==> src/design/pbrld_pkg.sv <==
// Shared types, constants and control records for the PackBits run-length decoder.
package pbrld_pkg;

    localparam int unsigned BYTE_W   = 8;
    localparam int unsigned HDR_W    = 10;
    localparam int unsigned WORD_W   = 32;
    localparam int unsigned COUNT_W  = 3;
    localparam int unsigned RUN_W    = 8;

    localparam logic [HDR_W-1:0]   HEADER_BYTES_RESET = 10'd512;
    localparam logic [BYTE_W-1:0]  LITERAL_MAX        = 8'd127;
    localparam logic [BYTE_W-1:0]  CTRL_NOP           = 8'd128;
    localparam logic [8:0]         REPEAT_BASE        = 9'd257;
    localparam logic [COUNT_W-1:0] WORD_BYTES         = 3'd4;

    typedef enum logic [1:0] {
        PH_SKIP = 2'd0,
        PH_CTRL = 2'd1,
        PH_LIT  = 2'd2,
        PH_REP  = 2'd3
    } phase_t;

    typedef enum logic {
        ST_ACCEPT = 1'b0,
        ST_REPEAT = 1'b1
    } ctrl_state_t;

    typedef struct packed {
        logic accept;
        logic emit;
    } dp_cmd_t;

    typedef struct packed {
        logic out_free;
        logic rep_start;
        logic rep_last;
    } dp_status_t;

endpackage

==> src/design/pbrld_in_if.sv <==
// Compressed byte channel: valid, ready and one file byte with its start flag.
interface pbrld_in_if;
    logic                         valid;
    logic                         ready;
    logic [pbrld_pkg::BYTE_W-1:0] in_byte;
    logic                         start_of_file;

    modport source (output valid, output in_byte, output start_of_file, input ready);
    modport sink   (input valid, input in_byte, input start_of_file, output ready);
endinterface

==> src/design/pbrld_out_if.sv <==
// Decoded word channel: valid, ready and up to four packed bytes with count and flag.
interface pbrld_out_if;
    logic                          valid;
    logic                          ready;
    logic [pbrld_pkg::WORD_W-1:0]  out_data;
    logic [pbrld_pkg::COUNT_W-1:0] byte_count;
    logic                          last_of_run;

    modport source (output valid, output out_data, output byte_count, output last_of_run,
                    input ready);
    modport sink   (input valid, input out_data, input byte_count, input last_of_run,
                    output ready);
endinterface

==> src/design/pbrld_datapath.sv <==
// Datapath: header register, decode state, repeat counter and output register.
module pbrld_datapath (
    input  logic                            clk,
    input  logic                            rst_n,
    input  logic                            cfg_we,
    input  logic [pbrld_pkg::HDR_W-1:0]     cfg_data,
    input  logic [pbrld_pkg::BYTE_W-1:0]    in_byte,
    input  logic                            start_of_file,
    input  logic                            out_ready,
    input  pbrld_pkg::dp_cmd_t              cmd,
    output pbrld_pkg::dp_status_t           status,
    output logic                            out_valid,
    output logic [pbrld_pkg::WORD_W-1:0]    out_data,
    output logic [pbrld_pkg::COUNT_W-1:0]   out_count,
    output logic                            out_last
);

    logic [pbrld_pkg::HDR_W-1:0]   header_reg;
    logic [pbrld_pkg::HDR_W-1:0]   skip_reg, skip_next;
    pbrld_pkg::phase_t             phase_reg, phase_next;
    logic [pbrld_pkg::RUN_W-1:0]   remaining_reg, remaining_next;
    logic [pbrld_pkg::BYTE_W-1:0]  rep_byte_reg;
    logic [pbrld_pkg::RUN_W-1:0]   rep_cnt_reg, rep_cnt_next;
    logic                          out_valid_reg, out_valid_next;
    logic [pbrld_pkg::WORD_W-1:0]  out_data_reg, out_data_next;
    logic [pbrld_pkg::COUNT_W-1:0] out_count_reg, out_count_next;
    logic                          out_last_reg, out_last_next;

    logic [pbrld_pkg::HDR_W-1:0]   eff_skip;
    pbrld_pkg::phase_t             eff_phase;
    logic [pbrld_pkg::RUN_W-1:0]   eff_remaining;
    logic [pbrld_pkg::RUN_W-1:0]   lit_left;
    logic [pbrld_pkg::COUNT_W-1:0] rep_k;
    logic [pbrld_pkg::WORD_W-1:0]  rep_word;
    logic                          out_free;
    logic                          rep_start;
    logic                          load_literal;

    assign out_free = !out_valid_reg || out_ready;

    // Decode of the offered byte; state only moves when the controller accepts it.
    always_comb
    begin
        eff_skip       = start_of_file ? '0 : skip_reg;
        eff_phase      = start_of_file ? pbrld_pkg::PH_SKIP : phase_reg;
        eff_remaining  = start_of_file ? '0 : remaining_reg;
        skip_next      = eff_skip;
        phase_next     = eff_phase;
        remaining_next = eff_remaining;
        rep_start      = 1'b0;
        load_literal   = 1'b0;
        lit_left       = eff_remaining - 8'd1;
        if (eff_phase == pbrld_pkg::PH_SKIP && eff_skip < header_reg)
        begin
            skip_next = eff_skip + 10'd1;
        end
        else
        begin
            if (eff_phase == pbrld_pkg::PH_SKIP)
            begin
                phase_next = pbrld_pkg::PH_CTRL;
            end
            case (phase_next)
                pbrld_pkg::PH_CTRL:
                begin
                    if (in_byte <= pbrld_pkg::LITERAL_MAX)
                    begin
                        remaining_next = in_byte + 8'd1;
                        phase_next     = pbrld_pkg::PH_LIT;
                    end
                    else if (in_byte != pbrld_pkg::CTRL_NOP)
                    begin
                        remaining_next = pbrld_pkg::RUN_W'(pbrld_pkg::REPEAT_BASE
                                                           - {1'b0, in_byte});
                        phase_next     = pbrld_pkg::PH_REP;
                    end
                end
                pbrld_pkg::PH_LIT:
                begin
                    load_literal   = 1'b1;
                    remaining_next = lit_left;
                    if (lit_left == '0)
                    begin
                        phase_next = pbrld_pkg::PH_CTRL;
                    end
                end
                pbrld_pkg::PH_REP:
                begin
                    rep_start      = 1'b1;
                    remaining_next = '0;
                    phase_next     = pbrld_pkg::PH_CTRL;
                end
                default:
                begin
                    phase_next = pbrld_pkg::PH_CTRL;
                end
            endcase
        end
    end

    // One repeat word: up to four copies of the held byte.
    always_comb
    begin
        rep_k = (rep_cnt_reg > 8'd4) ? pbrld_pkg::WORD_BYTES
                                     : pbrld_pkg::COUNT_W'(rep_cnt_reg);
        for (int i = 0; i < 4; i++)
        begin
            rep_word[i*8 +: 8] = (3'(i) < rep_k) ? rep_byte_reg : 8'd0;
        end
    end

    always_comb
    begin
        rep_cnt_next   = rep_cnt_reg;
        out_valid_next = out_valid_reg && !out_ready;
        out_data_next  = out_data_reg;
        out_count_next = out_count_reg;
        out_last_next  = out_last_reg;
        if (cmd.accept && rep_start)
        begin
            rep_cnt_next = eff_remaining;
        end
        if (cmd.accept && load_literal)
        begin
            out_valid_next = 1'b1;
            out_data_next  = {24'd0, in_byte};
            out_count_next = 3'd1;
            out_last_next  = 1'b1;
        end
        else if (cmd.emit)
        begin
            out_valid_next = 1'b1;
            out_data_next  = rep_word;
            out_count_next = rep_k;
            out_last_next  = (rep_cnt_reg <= 8'd4);
            rep_cnt_next   = rep_cnt_reg - pbrld_pkg::RUN_W'(rep_k);
        end
    end

    always_ff @(posedge clk or negedge rst_n)
    begin
        if (!rst_n)
        begin
            header_reg    <= pbrld_pkg::HEADER_BYTES_RESET;
            skip_reg      <= '0;
            phase_reg     <= pbrld_pkg::PH_SKIP;
            remaining_reg <= '0;
            rep_cnt_reg   <= '0;
            out_valid_reg <= 1'b0;
        end
        else
        begin
            if (cfg_we)
            begin
                header_reg <= cfg_data;
            end
            if (cmd.accept)
            begin
                skip_reg      <= skip_next;
                phase_reg     <= phase_next;
                remaining_reg <= remaining_next;
            end
            rep_cnt_reg   <= rep_cnt_next;
            out_valid_reg <= out_valid_next;
        end
    end

    always_ff @(posedge clk)
    begin
        if (cmd.accept && rep_start)
        begin
            rep_byte_reg <= in_byte;
        end
        out_data_reg  <= out_data_next;
        out_count_reg <= out_count_next;
        out_last_reg  <= out_last_next;
    end

    assign status.out_free  = out_free;
    assign status.rep_start = rep_start;
    assign status.rep_last  = (rep_cnt_reg <= 8'd4);

    assign out_valid = out_valid_reg;
    assign out_data  = out_data_reg;
    assign out_count = out_count_reg;
    assign out_last  = out_last_reg;

endmodule

==> src/design/pbrld_controller.sv <==
// Controller: takes bytes in, then sequences the words of a repeat run.
module pbrld_controller (
    input  logic                  clk,
    input  logic                  rst_n,
    input  logic                  in_valid,
    input  pbrld_pkg::dp_status_t status,
    output logic                  in_ready,
    output pbrld_pkg::dp_cmd_t    cmd
);

    pbrld_pkg::ctrl_state_t state_reg, state_next;

    always_ff @(posedge clk or negedge rst_n)
    begin
        if (!rst_n)
        begin
            state_reg <= pbrld_pkg::ST_ACCEPT;
        end
        else
        begin
            state_reg <= state_next;
        end
    end

    always_comb
    begin
        state_next = state_reg;
        in_ready   = 1'b0;
        cmd.accept = 1'b0;
        cmd.emit   = 1'b0;
        case (state_reg)
            pbrld_pkg::ST_ACCEPT:
            begin
                // A literal lands in the output register, so it must be free.
                in_ready   = status.out_free;
                cmd.accept = in_valid && status.out_free;
                if (cmd.accept && status.rep_start)
                begin
                    state_next = pbrld_pkg::ST_REPEAT;
                end
            end
            pbrld_pkg::ST_REPEAT:
            begin
                cmd.emit = status.out_free;
                if (status.out_free && status.rep_last)
                begin
                    state_next = pbrld_pkg::ST_ACCEPT;
                end
            end
            default:
            begin
                state_next = pbrld_pkg::ST_ACCEPT;
            end
        endcase
    end

endmodule

==> src/design/packbits_run_length_decoder.sv <==
// Latency: a literal byte's result is valid in the cycle after its transfer; a repeat run's
// first word is formed from the registered byte and count; then one word per cycle while taken.
// Throughput: header, control and literal bytes are taken one per cycle while the output register
// is free; a repeat byte of n copies holds the input until its ceil(n/4) words are sent, as the single
// output register emits one word per cycle while taken, and a result that waits holds off every byte.
// Reset: header_bytes is 512, a header skip is pending and no result is held.
module packbits_run_length_decoder (
    input  logic                         clk,
    input  logic                         rst_n,
    input  logic                         cfg_we,
    input  logic [pbrld_pkg::HDR_W-1:0]  cfg_data,
    pbrld_in_if.sink                     compressed,
    pbrld_out_if.source                  decoded
);

    // Commands from the controller and status back from the datapath.
    pbrld_pkg::dp_cmd_t    cmd;
    pbrld_pkg::dp_status_t status;
    logic                  in_ready;

    // The controller decides when a byte transfer happens and when a repeat word is
    // produced. It sees nothing of the payload beyond the datapath's status.
    pbrld_controller u_ctrl (
        .clk      (clk),
        .rst_n    (rst_n),
        .in_valid (compressed.valid),
        .status   (status),
        .in_ready (in_ready),
        .cmd      (cmd)
    );

    assign compressed.ready = in_ready;

    // The datapath holds the header length, the skip counter, the decode phase,
    // the pending run and the output register. A byte can be taken in the same
    // cycle as the held result leaves, but not while that result still waits.
    pbrld_datapath u_dp (
        .clk           (clk),
        .rst_n         (rst_n),
        .cfg_we        (cfg_we),
        .cfg_data      (cfg_data),
        .in_byte       (compressed.in_byte),
        .start_of_file (compressed.start_of_file),
        .out_ready     (decoded.ready),
        .cmd           (cmd),
        .status        (status),
        .out_valid     (decoded.valid),
        .out_data      (decoded.out_data),
        .out_count     (decoded.byte_count),
        .out_last      (decoded.last_of_run)
    );

endmodule
==> src/flat_wrapper.sv <==
// flat-port wrapper written by rule: the top's interface ports become plain ports
module packbits_run_length_decoder_flat 
  (clk, rst_n, cfg_we, cfg_data, compressed_valid, compressed_in_byte, compressed_start_of_file, compressed_ready, decoded_valid, decoded_out_data, decoded_byte_count, decoded_last_of_run, decoded_ready);
  pbrld_in_if compressed_i ();
  pbrld_out_if decoded_i ();
  input  logic clk;
  input  logic rst_n;
  input  logic cfg_we;
  input  logic [pbrld_pkg::HDR_W-1:0] cfg_data;
  input wire logic [$bits(compressed_i.valid)-1:0] compressed_valid;
  input wire logic [$bits(compressed_i.in_byte)-1:0] compressed_in_byte;
  input wire logic [$bits(compressed_i.start_of_file)-1:0] compressed_start_of_file;
  output wire logic [$bits(compressed_i.ready)-1:0] compressed_ready;
  output wire logic [$bits(decoded_i.valid)-1:0] decoded_valid;
  output wire logic [$bits(decoded_i.out_data)-1:0] decoded_out_data;
  output wire logic [$bits(decoded_i.byte_count)-1:0] decoded_byte_count;
  output wire logic [$bits(decoded_i.last_of_run)-1:0] decoded_last_of_run;
  input wire logic [$bits(decoded_i.ready)-1:0] decoded_ready;
  assign compressed_i.valid = compressed_valid;
  assign compressed_i.in_byte = compressed_in_byte;
  assign compressed_i.start_of_file = compressed_start_of_file;
  assign compressed_ready = compressed_i.ready;
  assign decoded_valid = decoded_i.valid;
  assign decoded_out_data = decoded_i.out_data;
  assign decoded_byte_count = decoded_i.byte_count;
  assign decoded_last_of_run = decoded_i.last_of_run;
  assign decoded_i.ready = decoded_ready;
  packbits_run_length_decoder u_core (.clk(clk), .rst_n(rst_n), .cfg_we(cfg_we), .cfg_data(cfg_data), .compressed(compressed_i), .decoded(decoded_i));
endmodule
==> config.mk <==
export PLATFORM = sky130hd
export DESIGN_NAME = packbits_run_length_decoder_flat
export DESIGN_NICKNAME = d
export VERILOG_FILES = /design/src/design/pbrld_pkg.sv /design/src/design/pbrld_in_if.sv /design/src/design/pbrld_out_if.sv /design/src/design/pbrld_datapath.sv /design/src/design/pbrld_controller.sv /design/src/design/packbits_run_length_decoder.sv /design/src/flat_wrapper.sv
export SDC_FILE = /design/constraint.sdc
export NUM_CORES = 1
export LEC_CHECK = 0
export BUFFER_PORTS_ARGS = -buffer_cell sky130_fd_sc_hd__buf_2
export CAP_MARGIN = 40
export CORE_MARGIN = 5
export CORE_UTILIZATION = 59
export CTS_BUF_LIST = sky130_fd_sc_hd__clkbuf_2
export DETAILED_ROUTE_END_ITERATION = 16
export PLACE_DENSITY = 0.82
export SLEW_MARGIN = 15
export SYNTH_ARGS = -nofsm -noshare
export SYNTH_HDL_FRONTEND = slang
export SYNTH_SLANG_ARGS = --single-unit
==> constraint.sdc <==
create_clock -name clk -period 2.77 [get_ports clk]
set_input_delay 0.1385 -clock clk [delete_from_list [all_inputs] [get_ports clk]]
set_output_delay 0.1385 -clock clk [all_outputs]
set_load 0.1 [all_outputs]
Yosys cells after proc, flatten, opt, wreduce, memory -nomap -nowiden
Index checks and enable logic that the tools add are counted.
{ "classes": {"n_addsub": 5, "magnitude_cmp": 8, "n_eq_ne": 4, "n_mux": 37, "n_bitwise": 1, "reduce_logical": 13} }
{ "ops": {"columns": ["cell", "n"], "rows": [
  ["$mux 8", 13],
  ["$pmux 8 s3", 1],
  ["$mux 10", 2],
  ["$mux 2", 7],
  ["$mux 1", 11],
  ["$add 10x1->10 const B", 1],
  ["$lt 10x10->1", 1],
  ["$add 8x1->8 const B", 1],
  ["$gt 8x3->1 const B", 1],
  ["$le 8x3->1 const B", 1],
  ["$le 8x7->1 const B", 1],
  ["$logic_not 8->1", 1],
  ["$ne 8x8->1 const B", 1],
  ["$sub 1x8->8 const A", 1],
  ["$sub 8x1->8 const B", 1],
  ["$sub 8x3->8", 1],
  ["$logic_and 1x1->1", 7],
  ["$lt 1x3->1 const A", 2],
  ["$lt 2x3->1 const A", 2],
  ["$eq 2x2->1 const B", 2],
  ["$pmux 2 s2", 1],
  ["$mux 3", 1],
  ["$eq 2x1->1 const B", 1],
  ["$logic_not 1->1", 2],
  ["other kinds (5)", 5]
]} }
{ "totals": {"reg_bits": 84, "inputBits": 24, "out_inout_bits": 38, "elab_cells": 80} }

Logic depth before layout (Yosys ltp)
{ "depth": {"word_depth": 11, "mapped_depth": 12} }

Hierarchy
A second synthesis with hierarchy kept.
{ "unflattened": {"hier_cells": 476, "area_unflattened_um2": 4546.9} }
{ "by_module_without_submodules": {"columns": ["mod", "n_inst", "cells_each", "area_each_um2", "seq_area_each_um2"], "rows": [
  ["pbrld_datapath", 1, 470, 4478.0, 2018.2],
  ["pbrld_controller", 1, 6, 68.8, 25.0]
]} }

Least setup slack after synthesis
No wires, ideal clock.
{ "synth_timing": {"kind": "register to register", "start": "register u_core.u_dp.out_valid_reg, in the netlist u_core.u_dp.out_valid", "end": "register u_core.u_dp.out_data_reg, in the netlist u_core.u_dp.out_data[0], data pin", "setup_time_ns": 0.256, "t_arrival_ns": 3.421, "required_time_ns": 2.514, "path_slack_ns": -0.907, "path_stages_with_launch": 8, "n_path_buf": 1, "synth_period_minus_slack_ns": 3.677, "cell_sequence": "dfrtp_1 -> nor2b_4 -> nor2_1 -> nand2_1 -> nor2_1 -> buf_2 -> nor2_2 -> a22o_1"} }
{ "synth_between": {"elab_chain_len": 6} }
{ "synth_lines": {"columns": ["item", "line", "source"], "rows": [
  ["start, declared", "pbrld_datapath.sv:24", "logic out_valid_reg, out_valid_next;"],
  ["start signal, assigned", "pbrld_datapath.sv:164", "out_valid_reg <= out_valid_next;"],
  ["$logic_not 1->1", "pbrld_datapath.sv:39", "assign out_free = !out_valid_reg || out_ready;"],
  ["$logic_or 1x1->1", "pbrld_datapath.sv:39", null],
  ["$logic_and 1x1->1", "pbrld_controller.sv:36", "cmd.accept = in_valid && status.out_free;"],
  ["$mux 1", "pbrld_controller.sv:31", "case (state_reg)"],
  ["$logic_and 1x1->1", "pbrld_datapath.sv:123", "if (cmd.accept && load_literal)"],
  ["$mux 8", "pbrld_datapath.sv:123", null],
  ["via u_core.u_dp.out_data_next, one bit", "pbrld_datapath.sv:25", "logic [pbrld_pkg::WORD_W-1:0] out_data_reg, out_data_next;"],
  ["end signal, assigned", "pbrld_datapath.sv:174", "out_data_reg <= out_data_next;"],
  ["end, declared", "pbrld_datapath.sv:25", null]
]} }
The timed path passes the listed nets, and every way through them passes these cells.
A chain may end at the register's enable or synchronous reset.

Worst setup path in the final report
{ "layout_timing": {"start": "register u_core.u_dp.rep_cnt_reg[1] (netlist name)", "end": "register u_core.u_dp.rep_cnt_reg[6] (netlist name)"} }
{ "layout_between": {"elab_chain_len": 5} }
{ "layout_lines": {"columns": ["item", "line", "source"], "rows": [
  ["start, declared", "pbrld_datapath.sv:23", "logic [pbrld_pkg::RUN_W-1:0] rep_cnt_reg, rep_cnt_next;"],
  ["start signal, assigned", "pbrld_datapath.sv:163", "rep_cnt_reg <= rep_cnt_next;"],
  ["$gt 8x3->1", "pbrld_datapath.sv:104", "rep_k = (rep_cnt_reg > 8'd4) ? pbrld_pkg::WORD_BYTES"],
  ["$mux 3", "pbrld_datapath.sv:104", null],
  ["$sub 8x3->8 (*)", "pbrld_datapath.sv:136", "rep_cnt_next = rep_cnt_reg - pbrld_pkg::RUN_W'(rep_k);"],
  ["$mux 8 (*)", "pbrld_datapath.sv:130", "else if (cmd.emit)"],
  ["$mux 8 (*)", "pbrld_datapath.sv:123", null],
  ["via u_core.u_dp.rep_cnt_next, one bit", "pbrld_datapath.sv:23", null]
]} }
The timed path passes the listed nets; every way through them passes the cells marked *.

==> impl_metrics.ini <==
[sta]
fmax_ghz = 0.390
finClkSkew_ns = 0.0269
hold_viol = 0
rsz0062_at_grt = no
tightest_slew_ns = 0.801
fin_crit_sh = 0.925
setup_tns_ns = 0
setup_viol = 0
finalCriticalPeriod_ns = 2.56
slew_violations = 0
maxSlewHeadroom = 0.464

[layout]
multiInputGateArea_sq_um = 2130
fin_util = 0.733
drive_above_1_share = 0.184
largest_register_ffs = 32
fillers = 507
syn2layout_area_growth_pct = 21.2
layout.cells.non_filler = 647
final_nets = 584
register_area_sq_um = 2040
n_antenna_cell = 0

[floorplanning]
ioPinCount = 62
rows = 31
initial_core_util = 0.605
die_y_um = 96.0
die_width_um = 96.0
core-area_sq_um = 7210
die_area_sq_um = 9220

[detailed_routing]
wl_per_cell_um = 17.9
dr_total_vias = 3832
drtPass1Iterations = 7
drtAntennaViolNets = 0
drt_wl_total_um = 11600
vias_per_cell = 5.92
drc = 0
drt-initial-drc-count = 316

[worst_setup_path]
cpPeakStageDelay_ns = 0.60
crit_type = flop to flop
critPathCaptureType = flop
reg2reg_from = u_core.u_dp.rep_cnt_reg[1]
cpMostUsedCell = o21ai_0
crit_chain = o21ai_0 -> and3_2 -> inv_1 -> nand2_1 -> ha_1 -> a21oi_1 -> o21ai_1 -> nor4_1 -> mux2_2 -> o21ai_0
cp_max_fo = 9
slowest_stage = dfrtp_1
crit_path_start_kind = flop
cp_top_family = simple AND/OR/NAND/NOR gates
critical_path_required_ns = 3.27
path_buf_inv = 1
startpoint = u_core.u_dp.rep_cnt_reg[1]
r2r_cells = 10
arrival_ns = 3.06
path_depth = 10

[hold_path]
hold_class = input port to flop
min_path_cells = 3
hp-start = compressed_start_of_file

[logic_synthesis]
syn_nets = 488
synth.top_cell.area_share = 0.224
ys_warn_count = 0
syn_area_sq_um = 4360
synth_area_leaders = dfrtp_1 22%, dfxtp_1 13%, edfxtp_1 11%, a22o_1 7.8%, ha_1 4.9%
async_reset_ff_frac = 0.476
seq_area_frac_synth = 0.468
synth_top_area_cell = dfrtp_1
synthTopCellsByCount = 51 x nand2_1, 39 x a22o_1, 39 x dfrtp_1
synth_cells = 447
synth_seq_cells = 84
synth_most_common_cell = nand2_1
synth_edf_count = 16
avgSynthCellArea_sq_um = 9.76
synth.distinct_cells = 61
ys.flop_type = dfrtp_1

[grt]
antenna_found_initial = 0
grt_use_total = 0.271
grt_max_degree = 26
first_global_vias = 3683
overflow = 0
grt_pass1_wl_um = 19000

[pwr]
leakagePower_uw = 0.00238
max-vdd-ir-drop_uv = 358
power_density_nw_per_um2 = 811
finalPower_uw = 4290

[flow_run]
timing.max_cap.violations = 0

[placed_design]
place_inst = 589
dp_hpwl_um = 7500
port_buffers = 61
gp_congestion = 0.989

[clock_network]
cts_tree = done
clock-root-buffer = clkbuf_2
cts_sinks = 84
path_clk_slew_ns = 0.28
ctsHtreeMaxLevel = 3
cts_inserted_buffers = 9
insertion_delay_ns = 0.56
cts_buffer_depth = 2

[run_status]
status = completed
-- what timing repair did --
item                                   CTS  global route
setup endpoints to repair                0             1
endpoints found under the hold margin   64             0
hold buffers                            42             0
buffers inserted                         0             0
gates resized for setup                  0             1
-- power by group --
group / internal, uW / total (uW) / switching [uW]
clock network: 153 / 660 / 508
logic: 483 / 1950 / 1470
registers: 1480 / 1680 / 198
-- metal layers --
layer / vias to the layer above / routed length [um] / track usage
met5: - / 0 / 0
met1: 1790 / 4900 / 0.377
li1: 1806 / - / -
met3: 34 / 970 / 0.0672
met4: 0 / 274 / 0.0924
met2: 202 / 5430 / 0.414
-- tightest hold or removal path, stage by stage --
cell and delay, ns:
buf_2 0.24, o21ai_1 0.18, a22o_1 0.13
-- cells by family after synthesis --
kind of cell / count (synthesis) / share of synthesized area
other: 1 / 0.000860
adders and majority gates: 17 / 0.0488
buffers and inverters: 46 / 0.0465
xor gates and xnor gates: 16 / 0.0321
DFF: 84 / 0.468
and+or+nand+nor: 152 / 0.183
AOI/OAI and AO/OA: 124 / 0.203
muxes: 7 / 0.0169
-- metrics by stage --
stage / hold slack (ns) / setup WS, ns / instance area (sq um)
after floorplan: -0.157 / 0.0785 / 4370
after global placement: 0.313 / 0.397 / 4720
after detailed placement: 0.120 / 0.394 / 4750
after CTS: 0.0933 / 0.342 / 5290
after global routing: 0.114 / 0.0410 / 5290
final: 0.141 / 0.207 / 5290
-- path summary, 6_finish.rpt --
check / to / slack [ns]
worst max register to register: u_core.u_dp.rep_cnt_reg[6] / 0.21
worst min register to register: u_core.u_dp.out_count[2] / 0.50
worst max-delay path: u_core.u_dp.rep_cnt_reg[6] / 0.21
worst min-delay path: u_core.u_dp.skip_reg[1] / 0.14
max in group asynchronous: u_core.u_dp.skip_reg[6] / 1.08
min in group asynchronous: u_core.u_dp.header_reg[0] / 0.54
-- cell usage in the layout (no fill, tap or decap), drive strengths merged, types with 4 or more instances in the layout --
| master | instances |
|---|---|
| buf | 67 |
| nand2 | 52 |
| dlygate4sd3 | 42 |
| a22o | 39 |
| dfrtp | 39 |
| o21ai | 38 |
| nor2 | 29 |
| dfxtp | 28 |
| inv | 24 |
| ha | 17 |
| edfxtp | 16 |
| a21oi | 15 |
| nor2b | 14 |
| nor3 | 10 |
| xor2 | 10 |
| nand3 | 10 |
| nand2b | 9 |
| clkbuf | 9 |
| nand4 | 6 |
| xnor2 | 6 |
| nor4 | 5 |
| clkinv | 5 |
| a31oi | 4 |
| mux2i | 4 |
| o22ai | 4 |
| and3 | 4 |
| nor3b | 4 |
-- cell type report --
type,count,area share
Multi-Input combinational cell,317,0.402
Tap cell,99,0.0234
Timing Repair Buffer,109,0.150
Clock inverter,7,0.0144
Inverter,22,0.0159
Sequential cell,84,0.386
Clock buffer,9,0.00852
Power figures use the tool's default switching activity.
